--- config.mk ---
export PLATFORM = sky130hd
export DESIGN_NAME = pbalc_size_class
export DESIGN_NICKNAME = d
export VERILOG_FILES = /design/src/rtl/pbalc_pkg.sv /design/src/rtl/pbalc_size_class.sv
export SDC_FILE = /design/constraint.sdc
export NUM_CORES = 1
export LEC_CHECK = 0
export BUFFER_PORTS_ARGS = -buffer_cell sky130_fd_sc_hd__buf_2
export CAP_MARGIN = 20
export CORE_AREA = 2 2 39 41
export DETAILED_ROUTE_END_ITERATION = 6
export DIE_AREA = 0 0 41 43
export PLACE_DENSITY = 0.45
export SETUP_SLACK_MARGIN = 0.4
export SLEW_MARGIN = 10
export SYNTH_ARGS = -nofsm -noshare
export SYNTH_HDL_FRONTEND = slang
export SYNTH_SLANG_ARGS = --single-unit
--- constraint.sdc ---
create_clock -name vclk -period 8.15
set_input_delay 2.0375 -clock vclk [all_inputs]
set_output_delay 2.0375 -clock vclk [all_outputs]
set_load 0.03 [all_outputs]
--- src/rtl/pbalc_pkg.sv ---
package pbalc_pkg;

    localparam int CNT_W = 10;

    typedef enum logic [1:0] {
        ST_OK       = 2'd0,
        ST_NO_PAGE  = 2'd1,
        ST_TOO_BIG  = 2'd2,
        ST_UNOWNED  = 2'd3
    } status_t;

    typedef enum logic {
        KIND_ALLOC = 1'b0,
        KIND_FREE  = 1'b1
    } kind_t;

    typedef enum logic [3:0] {
        S_IDLE,
        S_DECODE,
        S_POOL_WAIT,
        S_CARVE,
        S_POP_WAIT,
        S_FREE_WAIT,
        S_WALK,
        S_WALK_RD,
        S_OUT
    } state_t;

    typedef struct packed {
        logic        kind;
        logic [13:0] request_size;
        logic [18:0] block_address;
    } req_t;

    typedef struct packed {
        logic [18:0] address;
        logic [1:0]  status;
        logic        page_returned;
    } rsp_t;

endpackage

--- src/rtl/pbalc_size_class.sv ---
module pbalc_size_class import pbalc_pkg::*; #(
    parameter int PAGE_BYTES   = 8192,
    parameter int SIZE_CLASSES = 9,
    parameter int MIN_SHIFT    = 4,
    localparam int CW = $clog2(SIZE_CLASSES + 1)
) (
    input  logic [13:0]   size,
    output logic [CW-1:0] cls,
    output logic          whole,
    output logic          oversize
);
    localparam longint MAX_BLOCK = longint'(1) << (MIN_SHIFT + SIZE_CLASSES - 1);

    logic [31:0] sz;

    assign sz = 32'(size);

    // smallest class whose block holds the size; compares are independent
    always_comb begin
        cls = '0;
        for (int k = 0; k < SIZE_CLASSES - 1; k++) begin
            if ((longint'(1) << (MIN_SHIFT + k)) < longint'(sz)) begin
                cls = CW'(k + 1);
            end
        end
    end

    assign oversize = sz > 32'(PAGE_BYTES);
    assign whole    = (sz > 32'(PAGE_BYTES / 2)) || (longint'(sz) > MAX_BLOCK);

endmodule

=== Yosys cells after proc, flatten, opt, wreduce, memory -nomap -nowiden ===
Cells that the tools add are included.

* Bits in registers: 0
* Latch bits: 0
* Memory bits (writable): 0
* Memory bits (read-only): 0
* Output and inout port bits: 6
* Logic and storage cells: 20
* Memories: 0

* Add/sub/neg operators: 0
* Multiply operators: 0
* Divide/modulo/power cells: 0
* Magnitude comparators: 11
* Equal/unequal tests: 0
* Shifts and indexed selects: 0
* Muxes and demuxes: 8
* Bitwise logic cells: 0
* Reductions and logical operators: 1

{| class="wikitable"
|+ Operators by type and width
! cell !! number
|-
| 14-bit by 13-bit greater-than comparator with 1-bit output (second input constant) || 2
|-
| 4-bit two-way mux || 7
|-
| 14-bit greater-than comparator (second input constant) || 1
|-
| 10-bit by 14-bit less-than comparator with 1-bit output (first input constant) || 1
|-
| 11-bit by 14-bit less-than comparator with 1-bit output (first input constant) || 1
|-
| 12-bit by 14-bit less-than comparator with 1-bit output (first input constant) || 1
|-
| 5-bit by 14-bit less-than comparator with 1-bit output (first input constant) || 1
|-
| 6-bit by 14-bit less-than comparator with 1-bit output (first input constant) || 1
|-
| 7-bit by 14-bit less-than comparator with 1-bit output (first input constant) || 1
|-
| 8-bit by 14-bit less-than comparator with 1-bit output (first input constant) || 1
|-
| 9-bit by 14-bit less-than comparator with 1-bit output (first input constant) || 1
|-
| 1-bit logical OR || 1
|-
| 1-bit two-way mux || 1
|}

=== Longest topological paths before layout ===
* Word-level depth: 9
* Gate-level depth with buffers: 5
* Gate-level depth less buffers: 4

=== Worst setup path before layout ===
Ideal clock, no wire load.

* Kind: in2out
* From: input port size[2]
* To: output port cls[2]
* Arrival time: 3.817 ns
* Data required time: 6.113 ns
* Setup slack: 2.295 ns
* Stages: 5
* Path through: or4_4 buf_6 nor3_1 a31oi_1 nor2_1

* Longest elaborated chain between the ends: 7
* Elaborated cells on any way between the ends: 12
* Those cells by class: order compare (6); mux (6)

{| class="wikitable"
|+ RTL lines
! what !! RTL line !! RTL
|-
| start, declared || pbalc_size_class.sv:7 || <nowiki>input logic [13:0] size,</nowiki>
|-
| 7-bit by 14-bit less-than comparator with 1-bit output || pbalc_size_class.sv:22 || <nowiki>if ((longint'(1) << (MIN_SHIFT + k)) < longint'(sz)) begin</nowiki>
|-
| 4-bit two-way mux (5 in series) || pbalc_size_class.sv:22 ||
|-
| 4-bit two-way mux * || pbalc_size_class.sv:22 ||
|-
| end, declared || pbalc_size_class.sv:8 || <nowiki>output logic [CW-1:0] cls,</nowiki>
|}

Every way passes the cells marked *; elsewhere a longest branch is shown, timed or not.

=== Final worst setup path ===
* From: input port size[2]
* To: output port cls[0]

* Longest elaborated chain between the ends: 9
* Elaborated cells on any way between the ends: 16
* Those cells by class: order compare (8); mux (8)

{| class="wikitable"
|+ RTL lines
! what !! RTL line
|-
| 5-bit by 14-bit less-than comparator with 1-bit output || pbalc_size_class.sv:22
|-
| 1-bit two-way mux || pbalc_size_class.sv:22
|-
| 4-bit two-way mux (6 in series) || pbalc_size_class.sv:22
|-
| 4-bit two-way mux * || pbalc_size_class.sv:22
|}

Marks and branches as above.

==> impl_metrics.py <==
metrics = {
    "setup_path": {
        "cp.arrival_ns": 3.80,
        "cp.required_ns": 6.11,
        "cp_common_cell": "buf_2",
        "cp_cell_sequence": "buf_2 > or4_4 > or4b_1 > and4_1 > o22ai_2 > buf_2",
        "crit_path_top_delay_cell": "or4_4",
        "crit_type": "in2out",
        "cp-start-kind": "input pin",
        "cp_max_fo": 10,
        "max_stage_delay_ns": 0.59,
        "endpoint_kind": "output port",
    },
    "placed_design": {
        "dpl.hpwl_um": 597.8,
        "place_congestion": 0.6727,
        "portBuffers": 20,
        "place_ws_ns": 2.314,
    },
    "detailed_routing": {
        "vias_per_cell": 5.123,
        "route.antenna.remaining_nets": 0,
        "firstDrtPassIters": 4,
        "vias": 374,
        "routed_wl_um": 722,
        "avgRoutedWirePerCell_um": 9.890,
        "drt-initial-drc-count": 6,
        "drc_errors": 0,
    },
    "worst_hold_path": {
        "hold_end": "whole",
        "min_path_cells": 3,
        "hp-start": "size[13]",
        "hold_class": "in2out",
    },
    "sta": {
        "rsz0062_at_grt": "no",
        "tns_ns": 0,
        "max_freq_ghz": 0.1714,
        "hold_viol_final": 0,
        "slew_headroom_pct": 78.40,
        "layout_min_cycle_time_ns": 5.834,
        "setup_violations": 0,
        "setup_ws_ns": 2.316,
        "whs_ns": 4.444,
        "tightest_slew_ns": 0.3216,
        "slew_violations": 0,
        "fin_crit_sh_pct": 71.58,
    },
    "grt": {
        "grt_max_degree": 11,
        "overflow": 0,
        "antenna_found_initial": 0,
        "grt_pass1_wl_mm": 1.235,
        "grt_usage_pct": 9.091,
        "grt_pass1_vias": 327,
    },
    "yosys": {
        "syn_nets": 52,
        "seq_area_frac_synth_pct": 0,
        "synth_cell_type_count": 27,
        "synth_warnings": 0,
        "synth_area_per_cell_um2": 6.980,
        "syn-cell-area_um2": 265.3,
        "synthCells": 38,
    },
    "cts": {
        "post_cts_resized": 0,
        "cts_setup_buffers": 0,
        "cts_hold_buf": 0,
    },
    "layout": {
        "seq_cells": 0,
        "n_clock_buffer": 0,
        "nets": 73,
        "drive_gt1_share_pct": 43.86,
        "diodes": 0,
        "regArea_um2": 0,
        "num-fill-cells": 156,
        "area_growth_pct": 41.04,
        "multi_input_area_um2": 250.2,
    },
    "die": {
        "ios": 20,
        "die_h_um": 43,
        "placementRows": 14,
        "die_w_um": 41,
        "start_util_pct": 19.17,
        "die_area_mm2": 0.001763,
        "core-area_mm2": 0.001384,
    },
    "power": {
        "leakage_nw": 0.1611,
        "finalPower_mw": 0.01548,
        "ir_drop_v": 0.00001161,
        "power.density_mw_per_mm2": 41.37,
    },
    "run_status": {
        "status": "finished, final reports clean",
    },
    "run": {
        "max_cap_viol_count": 0,
    },
}
worst max path at each step:
stage	startpoint	endpoint	slack, ns	cells after the start
3_5_place_dp	size[2]	cls[0]	2.31	6
6_report	size[2]	cls[0]	2.32	6
2_1_floorplan	size[2]	cls[2]	2.30	5
4_1_cts	size[2]	cls[0]	2.31	6
3_3_place_gp	size[2]	cls[0]	2.33	6
5_1_grt	size[2]	cls[0]	2.25	6
synthesized netlist by cell type (2+ instances only):
cell,number,area [um2]
a21oi_1,2,10.01
a31oi_1,2,12.51
nand2b_1,2,12.51
nand3b_1,2,15.01
nor2_1,4,15.01
nor2b_1,3,18.77
nor3_1,2,10.01
or4_1,2,15.01
cells by family after synthesis:
group	after synthesis	synth area share, %
AOI/OAI and AO/OA	12	33.49
muxes	1	3.774
and+or+nand+nor	23	57.07
buffers and inverters	2	5.659
area by class of cell:
class                           count  share of cell area (%)
Timing Repair Buffer               20                   26.76
Multi-Input combinational cell     36                   66.89
Inverter                            1                   1.003
Tap cell                           16                   5.351
per-stage QoR:
stage | utilization [%] | instances | cell area (um2)
after floorplan | - | 38 | 265.3
after global placement | 27.03 | 73 | 374.1
after detailed placement | 27.03 | 73 | 374.1
after CTS | 27.03 | 73 | 374.1
after global routing | 27.03 | 73 | 374.1
final | 27.03 | 73 | 374.1
worst max-delay path, delay by kind of cell:
| kind | cells | cell delay, ns |
|---|---|---|
| AOI/OAI and AO/OA | 1 | 0.14 |
| buffers and inverters | 2 | 0.31 |
| and+or+nand+nor | 3 | 1.31 |
power by group:
part	switching (mW)	total (mW)	internal, mW
clock network	0	0	0
logic	0.00878	0.0155	0.00669
registers	0	0	0
metal layers:
| layer | GRT usage [%] | up-vias | wire length (um) |
|---|---|---|---|
| met5 | 0 | - | 0 |
| met4 | 0.6667 | 0 | 0 |
| met3 | 0 | 0 | 44 |
| met2 | 16.25 | 12 | 365 |
| met1 | 12.03 | 171 | 312 |
| li1 | - | 191 | - |
placed cells by master, fill, tap and decap left out, types with 2 or more instances in the layout:
cell type   n
a21oi_1     2
a31oi_1     2
buf_2      20
nand2b_1    2
nand3b_1    2
nor2_1      4
nor2b_1     3
nor3_1      2
or4_1       2
No activity file was read; power rests on OpenSTA's default activity.
